[src/hw/rtl/boad_pkg.sv]
// Shared types and constants for the boot overlay address decoder.
// Used by boad_decode and boot_overlay_address_decoder_core; depends on nothing.
package boad_pkg;

	// Bus commands carried with each input word
	typedef enum logic [1:0] {
		CMD_READ      = 2'd0,
		CMD_WRITE     = 2'd1,
		CMD_BUS_RESET = 2'd2
	} cmd_t;

	// Decoded targets
	typedef enum logic [3:0] {
		TGT_NONE   = 4'd0,
		TGT_ROM    = 4'd1,
		TGT_DRAM   = 4'd2,
		TGT_SRAM   = 4'd3,
		TGT_IDE2   = 4'd4,
		TGT_FLOPPY = 4'd5,
		TGT_SDPORT = 4'd6,
		TGT_IRQCTL = 4'd7,
		TGT_CFG    = 4'd8,
		TGT_RTC    = 4'd9,
		TGT_IDE1   = 4'd10,
		TGT_UART   = 4'd11
	} target_t;

	localparam int unsigned ADDR_W   = 32;
	localparam int unsigned OFFSET_W = 28;
	localparam int unsigned BYTE_W   = 8;
	localparam int unsigned RAM_MB_W = 9;

	// Installed DRAM size after reset, in MB
	localparam logic [RAM_MB_W-1:0] RAM_SIZE_RESET = 9'd256;
	// At or below this size the hole starts at 64MB
	localparam logic [RAM_MB_W-1:0] SMALL_RAM_MB   = 9'd64;

	// Region boundaries of the upper address space
	localparam logic [ADDR_W-1:0] ROM_BASE   = 32'hFFF0_0000;
	localparam logic [ADDR_W-1:0] ROM_END    = 32'hFFF8_0000;
	localparam logic [ADDR_W-1:0] SRAM_BASE  = 32'hFFFE_0000;
	localparam logic [ADDR_W-1:0] IO_BASE    = 32'hFFFF_0000;

	// One input word
	typedef struct packed {
		logic                debug_read;
		logic [BYTE_W-1:0]   write_byte;
		logic [ADDR_W-1:0]   address;
		cmd_t                command;
	} item_t;

	// One result word, packed lowest field last
	typedef struct packed {
		logic                overlay_active;
		logic                bus_error;
		logic                floating_read;
		logic [BYTE_W-1:0]   data_out;
		logic                write_enable;
		logic [OFFSET_W-1:0] offset;
		target_t             target;
	} result_t;

	localparam int unsigned RESULT_W = $bits(result_t);

	typedef struct packed {
		target_t             target;
		logic [OFFSET_W-1:0] offset;
	} io_sel_t;

	// Decode the low address byte of the I/O page
	function automatic io_sel_t io_decode(input logic [ADDR_W-1:0] a);
		io_sel_t sel;
		sel.target = TGT_NONE;
		sel.offset = '0;
		case (a[7:0]) inside
			[8'h20:8'h2F]: begin
				sel.target = TGT_IDE2;
				sel.offset = OFFSET_W'(a[1:0]);
			end
			[8'h30:8'h3F]: begin
				sel.target = TGT_FLOPPY;
				sel.offset = OFFSET_W'(a[3:0]);
			end
			8'h08, 8'h09: begin
				sel.target = TGT_SDPORT;
				sel.offset = OFFSET_W'(a[0]);
			end
			8'h40: begin
				sel.target = TGT_IRQCTL;
				sel.offset = OFFSET_W'(a[15:0]);
			end
			8'h42: sel.target = TGT_CFG;
			8'h43: sel.target = TGT_RTC;
			[8'h44:8'h47]: begin
				sel.target = TGT_IDE1;
				sel.offset = OFFSET_W'(a[1:0]);
			end
			[8'h48:8'h4F]: begin
				sel.target = TGT_UART;
				sel.offset = OFFSET_W'(a[2:0]);
			end
			default: sel.target = TGT_NONE;
		endcase
		return sel;
	endfunction

endpackage

[src/hw/rtl/boot_overlay_address_decoder_core.sv]
// Top level of the boot overlay address decoder: input register, decode, result register.
// Depends on boad_pkg and boad_decode.
//
// Usage: each slave-side word is one CPU byte access (read, write or bus reset);
// each master-side word is its decoded result (target, offset, write enable,
// forwarded byte, floating read, bus error, boot overlay flag). Exactly one
// result word leaves for every accepted word, in order.
// A word accepted into the input register is decoded and then held in the result register, which drives m_tvalid.
// Throughput: one word per cycle unless the receiver stalls; the boot shift register is
// the only state carried from one access to the next and updates in the decode cycle.
// A stalled receiver holds the result register; the input register still
// takes a word while the result waits, and s_tready drops only when both
// stages are full.
// cfg_we/cfg_wdata write the installed DRAM size in MB; write it only while
// no word is in flight.
// Reset: both stages empty, boot shift register zero (reads go to ROM and writes
// are dropped until eight non-debug reads or writes have passed), DRAM size 256MB.
module boot_overlay_address_decoder_core #(
	parameter int unsigned ROM_BYTES  = 524288,
	parameter int unsigned SRAM_BYTES = 32768,
	parameter int unsigned MAX_RAM_MB = 256
) (
	input  logic        clk,
	input  logic        arst_n,
	// slave side
	input  logic        s_tvalid,
	output logic        s_tready,
	input  logic [39:0] s_tdata,   // address[31:0], write_byte[39:32]
	input  logic [2:0]  s_tuser,   // command[1:0], debug_read[2]
	// master side
	output logic        m_tvalid,
	input  logic        m_tready,
	output logic [47:0] m_tdata,   // target[3:0], offset[31:4], write_enable[32],
	                               // data_out[40:33], floating_read[41],
	                               // bus_error[42], overlay_active[43], zeros[47:44]
	// configuration
	input  logic        cfg_we,
	input  logic [8:0]  cfg_wdata  // ram_size_mb
);

	logic                          valid_s1;
	boad_pkg::item_t               item_s1;
	logic                          valid_s2;
	boad_pkg::result_t             result_s2;
	logic [7:0]                    boot_shift_q;
	logic [boad_pkg::RAM_MB_W-1:0] ram_size_q;

	boad_pkg::result_t             result;
	logic [7:0]                    boot_shift_nxt;
	logic                          free_s2;
	logic                          adv_s1;
	logic                          acc_in;

	// Handshake between stages
	assign free_s2  = ~valid_s2 | m_tready;
	assign adv_s1   = valid_s1 & free_s2;
	assign s_tready = ~valid_s1 | free_s2;
	assign acc_in   = s_tvalid & s_tready;

	// Input register
	always_ff @(posedge clk or negedge arst_n) begin
		if (!arst_n) begin
			valid_s1 <= 1'b0;
		end else if (s_tready) begin
			valid_s1 <= s_tvalid;
		end
	end

	always_ff @(posedge clk) begin
		if (acc_in) begin
			item_s1.command    <= boad_pkg::cmd_t'(s_tuser[1:0]);
			item_s1.debug_read <= s_tuser[2];
			item_s1.address    <= s_tdata[31:0];
			item_s1.write_byte <= s_tdata[39:32];
		end
	end

	// Decode
	boad_decode #(
		.ROM_BYTES  (ROM_BYTES),
		.SRAM_BYTES (SRAM_BYTES),
		.MAX_RAM_MB (MAX_RAM_MB)
	) u_decode (
		.item           (item_s1),
		.boot_shift     (boot_shift_q),
		.ram_size_mb    (ram_size_q),
		.result         (result),
		.boot_shift_nxt (boot_shift_nxt)
	);

	// Advance boot shift register and configuration
	always_ff @(posedge clk or negedge arst_n) begin
		if (!arst_n) begin
			boot_shift_q <= '0;
			ram_size_q   <= boad_pkg::RAM_SIZE_RESET;
		end else begin
			if (adv_s1) begin
				boot_shift_q <= boot_shift_nxt;
			end
			if (cfg_we) begin
				ram_size_q <= cfg_wdata;
			end
		end
	end

	// Result register
	always_ff @(posedge clk or negedge arst_n) begin
		if (!arst_n) begin
			valid_s2 <= 1'b0;
		end else if (free_s2) begin
			valid_s2 <= valid_s1;
		end
	end

	always_ff @(posedge clk) begin
		if (adv_s1) begin
			result_s2 <= result;
		end
	end

	assign m_tvalid = valid_s2;
	assign m_tdata  = {(48 - boad_pkg::RESULT_W)'(0), result_s2};

	// Checks

	// a forced boot access only ever reads ROM or drops the write
	a_overlay_target: assert property (@(posedge clk) disable iff (!arst_n)
		(m_tvalid && result_s2.overlay_active) |->
		(result_s2.target == boad_pkg::TGT_ROM || result_s2.target == boad_pkg::TGT_NONE))
		else $error("overlay access with unexpected target");

	// a write that reaches a target is never floating or in error
	a_we_clean: assert property (@(posedge clk) disable iff (!arst_n)
		(m_tvalid && result_s2.write_enable) |->
		(!result_s2.floating_read && !result_s2.bus_error &&
		 result_s2.target != boad_pkg::TGT_NONE && !result_s2.overlay_active))
		else $error("write enable with floating, error or no target");

	// forwarded byte is zero unless the write goes through
	a_data_gated: assert property (@(posedge clk) disable iff (!arst_n)
		(m_tvalid && !result_s2.write_enable) |-> (result_s2.data_out == '0))
		else $error("data forwarded without write enable");

	// a bus reset leaving the input stage clears the boot shift register
	a_bus_reset: assert property (@(posedge clk) disable iff (!arst_n)
		(adv_s1 && item_s1.command == boad_pkg::CMD_BUS_RESET) |=> (boot_shift_q == 8'd0))
		else $error("boot shift register not cleared by bus reset");

endmodule

[src/hw/rtl/boad_decode.sv]
// Single-pass decode of one bus access plus next value of the boot shift register.
// Depends on boad_pkg.
module boad_decode #(
	parameter int unsigned ROM_BYTES  = 524288,
	parameter int unsigned SRAM_BYTES = 32768,
	parameter int unsigned MAX_RAM_MB = 256
) (
	input  boad_pkg::item_t                     item,
	input  logic [7:0]                          boot_shift,
	input  logic [boad_pkg::RAM_MB_W-1:0]       ram_size_mb,
	output boad_pkg::result_t                   result,
	output logic [7:0]                          boot_shift_nxt
);

	localparam int unsigned RomAw  = $clog2(ROM_BYTES);
	localparam int unsigned SramAw = $clog2(SRAM_BYTES);

	logic [boad_pkg::ADDR_W-1:0]   a;
	logic [boad_pkg::RAM_MB_W-1:0] mb_sat;
	logic                          booting;
	logic                          in_dram;
	logic                          in_hole;
	logic                          in_rom;
	logic                          in_empty;
	logic                          in_sram;
	logic                          hole_berr;
	logic [boad_pkg::OFFSET_W-1:0] rom_off;
	logic [boad_pkg::OFFSET_W-1:0] sram_off;
	boad_pkg::io_sel_t             io_sel;

	// Region flags, in priority order
	always_comb begin
		a        = item.address;
		mb_sat   = (ram_size_mb > boad_pkg::RAM_MB_W'(MAX_RAM_MB)) ?
			boad_pkg::RAM_MB_W'(MAX_RAM_MB) : ram_size_mb;
		booting  = ~boot_shift[7];
		// a below size * 1MB when its MB number is below size
		in_dram  = a[31:20] < 12'(mb_sat);
		in_hole  = a < boad_pkg::ROM_BASE;
		in_rom   = a < boad_pkg::ROM_END;
		in_empty = a < boad_pkg::SRAM_BASE;
		in_sram  = a < boad_pkg::IO_BASE;
		// DRAM is capped at MAX_RAM_MB (256MB by default); the 256MB rule always applies
		hole_berr = (a[31:28] != 4'd0) ||
			((mb_sat <= boad_pkg::SMALL_RAM_MB) && (a[31:26] != 6'd0));
		rom_off  = boad_pkg::OFFSET_W'(a[RomAw-1:0]);
		sram_off = boad_pkg::OFFSET_W'(a[SramAw-1:0]);
		io_sel   = boad_pkg::io_decode(a);
	end

	// Result and shift update
	always_comb begin
		result         = '0;
		result.target  = boad_pkg::TGT_NONE;
		boot_shift_nxt = boot_shift;
		case (item.command)
			boad_pkg::CMD_BUS_RESET: begin
				boot_shift_nxt = '0;
			end
			boad_pkg::CMD_READ: begin
				if (!item.debug_read) begin
					boot_shift_nxt = {boot_shift[6:0], 1'b1};
				end
				if (booting) begin
					result.target         = boad_pkg::TGT_ROM;
					result.offset         = rom_off;
					result.overlay_active = 1'b1;
				end else if (in_dram) begin
					result.target = boad_pkg::TGT_DRAM;
					result.offset = a[boad_pkg::OFFSET_W-1:0];
				end else if (in_hole) begin
					result.floating_read = 1'b1;
					result.bus_error     = hole_berr;
				end else if (in_rom) begin
					result.target = boad_pkg::TGT_ROM;
					result.offset = rom_off;
				end else if (in_empty) begin
					result.floating_read = 1'b1;
				end else if (in_sram) begin
					result.target = boad_pkg::TGT_SRAM;
					result.offset = sram_off;
				end else if (item.debug_read) begin
					result.floating_read = 1'b1;
				end else begin
					result.target        = io_sel.target;
					result.offset        = io_sel.offset;
					result.floating_read = (io_sel.target == boad_pkg::TGT_NONE);
				end
			end
			boad_pkg::CMD_WRITE: begin
				boot_shift_nxt = {boot_shift[6:0], 1'b1};
				if (booting) begin
					result.overlay_active = 1'b1;
				end else if (in_dram) begin
					result.target       = boad_pkg::TGT_DRAM;
					result.offset       = a[boad_pkg::OFFSET_W-1:0];
					result.write_enable = 1'b1;
				end else if (in_hole) begin
					result.bus_error = hole_berr;
				end else if (in_rom) begin
					result.target = boad_pkg::TGT_ROM;
					result.offset = rom_off;
				end else if (in_empty) begin
					result.target = boad_pkg::TGT_NONE;
				end else if (in_sram) begin
					result.target       = boad_pkg::TGT_SRAM;
					result.offset       = sram_off;
					result.write_enable = 1'b1;
				end else begin
					result.target       = io_sel.target;
					result.offset       = io_sel.offset;
					result.write_enable = (io_sel.target != boad_pkg::TGT_NONE);
				end
				result.data_out = result.write_enable ? item.write_byte : '0;
			end
			default: begin
				// unused command code: empty result, state kept
				boot_shift_nxt = boot_shift;
			end
		endcase
	end

endmodule
[config.mk]
export PLATFORM = sky130hd
export DESIGN_NAME = boot_overlay_address_decoder_core
export DESIGN_NICKNAME = d
export VERILOG_FILES = /design/src/hw/rtl/boad_pkg.sv /design/src/hw/rtl/boot_overlay_address_decoder_core.sv /design/src/hw/rtl/boad_decode.sv
export SDC_FILE = /design/constraint.sdc
export NUM_CORES = 1
export LEC_CHECK = 0
export BUFFER_PORTS_ARGS = -buffer_cell sky130_fd_sc_hd__buf_2
export CORE_UTILIZATION = 58
export CTS_CLUSTER_DIAMETER = 40
export CTS_CLUSTER_SIZE = 10
export DETAILED_ROUTE_END_ITERATION = 6
export GPL_ROUTABILITY_DRIVEN = 1
export GPL_TIMING_DRIVEN = 0
export HOLD_SLACK_MARGIN = 0.03
export PLACE_DENSITY_LB_ADDON = 0.08
export SETUP_SLACK_MARGIN = 0.15
export SLEW_MARGIN = 20
export SYNTH_ARGS = -nofsm -noshare
export SYNTH_HDL_FRONTEND = slang
export SYNTH_SLANG_ARGS = --single-unit
[constraint.sdc]
create_clock -name clk -period 4.5 [get_ports clk]
set_input_delay 0.225 -clock clk [delete_from_list [all_inputs] [get_ports clk]]
set_output_delay 0.225 -clock clk [all_outputs]
set_load 0.05 [all_outputs]
==> metrics.log <==
INFO  metric timing.hold.worst_path_depth = 1
INFO  metric finalSetupTns = 0 ns
INFO  metric synth_warnings = 0
INFO  metric postSynthCellCount = 341
INFO  metric result_of_the_run = finished, final reports clean
INFO  metric synthTopCellsByCount = edfxtp_1 (87), nand2_1 (32), nor2_1 (21)
INFO  metric max_clock_freq = 0.353 GHz
INFO  metric timing.hold.worst_endpoint = item_s1[25]
INFO  metric post-synth-top-area-cell = edfxtp_1
INFO  metric ys_ff_latch = 106
INFO  metric timing_worst_slew_pin_value = 0.704 ns
INFO  metric finalCritPeriodShare = 0.630
INFO  metric multi_input_area = 1360 um2
INFO  metric maximum_number_of_pins_on_one_net_before_global_route_repair = 32
INFO  metric floorplan.core_area = 7410 um2
INFO  metric stdcell_area = 5770 um2
INFO  metric routed_wire_length_per_instance = 15.4 um
INFO  metric synth_enable_flop_cells = 87
INFO  metric finalWorstSetupSlack = 1.66 ns
INFO  metric dp.cells = 546
INFO  metric stdcell_count = 597
INFO  metric fin_nets = 558
INFO  metric synth.area.top_cells = edfxtp_1 (57%), dfrtp_1 (9.9%), nand2_1 (2.6%)
INFO  metric hold_path_class = primary input to flop
INFO  metric clock_tree.root_cell = clkbuf_8
INFO  metric yosys.area.top_type_share = 0.573
INFO  metric ir_drop = 237 uV
INFO  metric cts_tree = built
INFO  metric yosysSeqAreaShare = 0.677
INFO  metric die_w = 90.7 um
INFO  metric grt_first_pass_wirelength = 14500 um
INFO  metric power.density_cell_area = 350 nW/um2
INFO  metric cts_buffer_depth = 2
INFO  metric starting_density_of_the_core = 0.616
INFO  metric fillers = 471
INFO  metric synth.most_common_cell = edfxtp_1
INFO  metric r2r_slack = 1.66 ns
INFO  metric fin_hold_ws = 0.0525 ns
INFO  metric max-cap-violations = 0
INFO  metric arrival = 2.92 ns
INFO  metric antenna_found_initial = 0
INFO  metric final_period_minus_worst_setup_slack = 2.84 ns
INFO  metric clock_latency = 0.35 ns
INFO  metric place_congestion = 0.902
INFO  metric clk_transition_reported_paths = 0.10 ns
INFO  metric port_buffers = 101
INFO  metric dpl_cell_area = 5250 um2
INFO  metric placementRows = 31
INFO  metric ys.flop_type = edfxtp_1
INFO  metric n_antenna_cell = 0
INFO  metric antenna_left = 0
INFO  metric die_y = 90.7 um
INFO  metric global_route.overflow_total = 0
INFO  metric first_pass_iters = 4
INFO  metric slew_headroom = 0.529
INFO  metric global_route_usage_over_all_layers = 0.231
INFO  metric timing.setup.critical_path_class = flop to flop
INFO  metric finalWirelength = 9170 um
INFO  metric place.detailed.hpwl = 6350 um
INFO  metric holdCritStartpoint = s_tdata[23]
INFO  metric crit_path_end_kind = flop
INFO  metric die_area = 8220 um2
INFO  metric dr_total_vias = 3206
INFO  metric clock_sinks = 106
INFO  metric rr_worst_depth = 9
INFO  metric layout-drive-gt1-share = 0.297
INFO  metric first_global_vias = 3028
INFO  metric tritoncts.num_buffers = 9
INFO  metric leakage = 2.35 nW
INFO  metric syn-mean-instance-area = 13.4 um2
INFO  metric final_worst_clock_skew = 0.00755 ns
INFO  metric timing_max_transition_violations_final = 0
INFO  metric critPathMaxFanout = 9
INFO  metric drc_errors = 0
INFO  metric crit-reg2reg-capture = m_tdata[13]
INFO  metric detail_route.vias_per_cell = 5.37
INFO  metric async_reset_ff_frac = 0.179
INFO  metric timing_hold_violations_final = 0
INFO  metric critPathLaunchType = flop
INFO  metric synth_cell_types = 54
INFO  metric cp_data_required_time = 4.58 ns
INFO  metric cts_max_level = 3
INFO  metric floorplan.io_pins = 107
INFO  metric flow.area_growth_from_synthesis = 26.5%
INFO  metric first_iter_violations = 234
INFO  metric register_area = 3090 um2
INFO  metric synth.cell_area = 4560 um2
INFO  metric rsz0062_at_grt = no
INFO  metric crit-reg2reg-launch = ram_size_q[8]
INFO  metric setup_viol_count_final = 0
INFO  metric dp_slack = 1.71 ns
INFO  metric cts.repair.resized = 0
metrics by stage:
step           total power, mW  utilization
6_report                  2.02        0.779
5_1_grt                   2.10        0.779
4_1_cts                   2.03        0.760
3_5_place_dp              1.50        0.708
3_3_place_gp              1.49        0.702
2_1_floorplan             1.40            -
report_power, final:
part	switching [mW]	internal, mW	total, mW	leakage [nW]
sequential	0.0389	1.14	1.18	1.09
combinational	0.214	0.107	0.322	1.18
clock	0.313	0.206	0.520	0.0872
logic make-up after synthesis:
kind of cell / synth area share
buffers and inverters: 0.0288
flip-flops: 0.677
XOR/XNOR: 0.00192
other: 0.000822
multiplexers: 0.0197
AND/OR/NAND/NOR: 0.145
AO/OA/AOI/OAI: 0.105
adder cells (fa/ha/maj): 0.0219
how the worst max path moves through the flow:
stage                  start              end  slack (ns)  cells past startpoint
3_5_place_dp   ram_size_q[8]      m_tdata[16]        1.71                      9
2_1_floorplan       m_tvalid  boot_shift_q[6]        1.77                      6
6_report       ram_size_q[8]      m_tdata[13]        1.66                      9
4_1_cts        ram_size_q[8]      m_tdata[12]        1.68                      9
5_1_grt        ram_size_q[8]      m_tdata[10]        1.50                      9
3_3_place_gp        m_tvalid  boot_shift_q[2]        1.28                      6
layout make-up:
cell class,count,share of cell area
Timing Repair Buffer,138,0.155
Sequential cell,106,0.535
Multi-Input combinational cell,209,0.235
Clock buffer,9,0.0215
Tap cell,99,0.0215
Inverter,16,0.0104
Buffer,13,0.0124
Clock inverter,7,0.00910
per-layer routing:
metal,GRT usage,vias to the layer above,wire length (um)
met4,0.0551,0,51
met5,0,-,0
met1,0.298,1516,3920
li1,-,1568,-
met2,0.385,118,4560
met3,0.0690,4,637
layout by cell type, fill, tap and decap left out, types with 9 or more instances in the layout:
| master | instances |
|---|---|
| buf_2 | 101 |
| edfxtp_1 | 87 |
| dlygate4sd3_1 | 35 |
| nand2_1 | 32 |
| nor2_1 | 21 |
| o21ai_0 | 20 |
| dfrtp_1 | 18 |
| inv_1 | 15 |
| nand3_1 | 13 |
| and3_1 | 13 |
| nand2b_1 | 11 |
| clkbuf_8 | 9 |
state kept, by name, summed over array words and instances, names as in the netlist:
register	flops
m_tvalid	1
m_tdata	44
ram_size_q	9
item_s1	43
valid_s1	1
boot_shift_q	8
critical path, cell delays in order, from the launching register on:
cell and delay (ns):
dfstp_2 0.57, clkinv_1 0.21, nand2_1 0.13, ha_1 0.17, o21a_1 0.12, o2111ai_1 0.15, o21ai_1 0.43, nor2_4 0.15
nor2_1 0.48, o22ai_1 0.14
timing repair:
action	CTS	global route
hold endpoints to repair	38	14
hold buffers	21	14
setup buffers	0	0
Power figures use the tool's default switching activity.
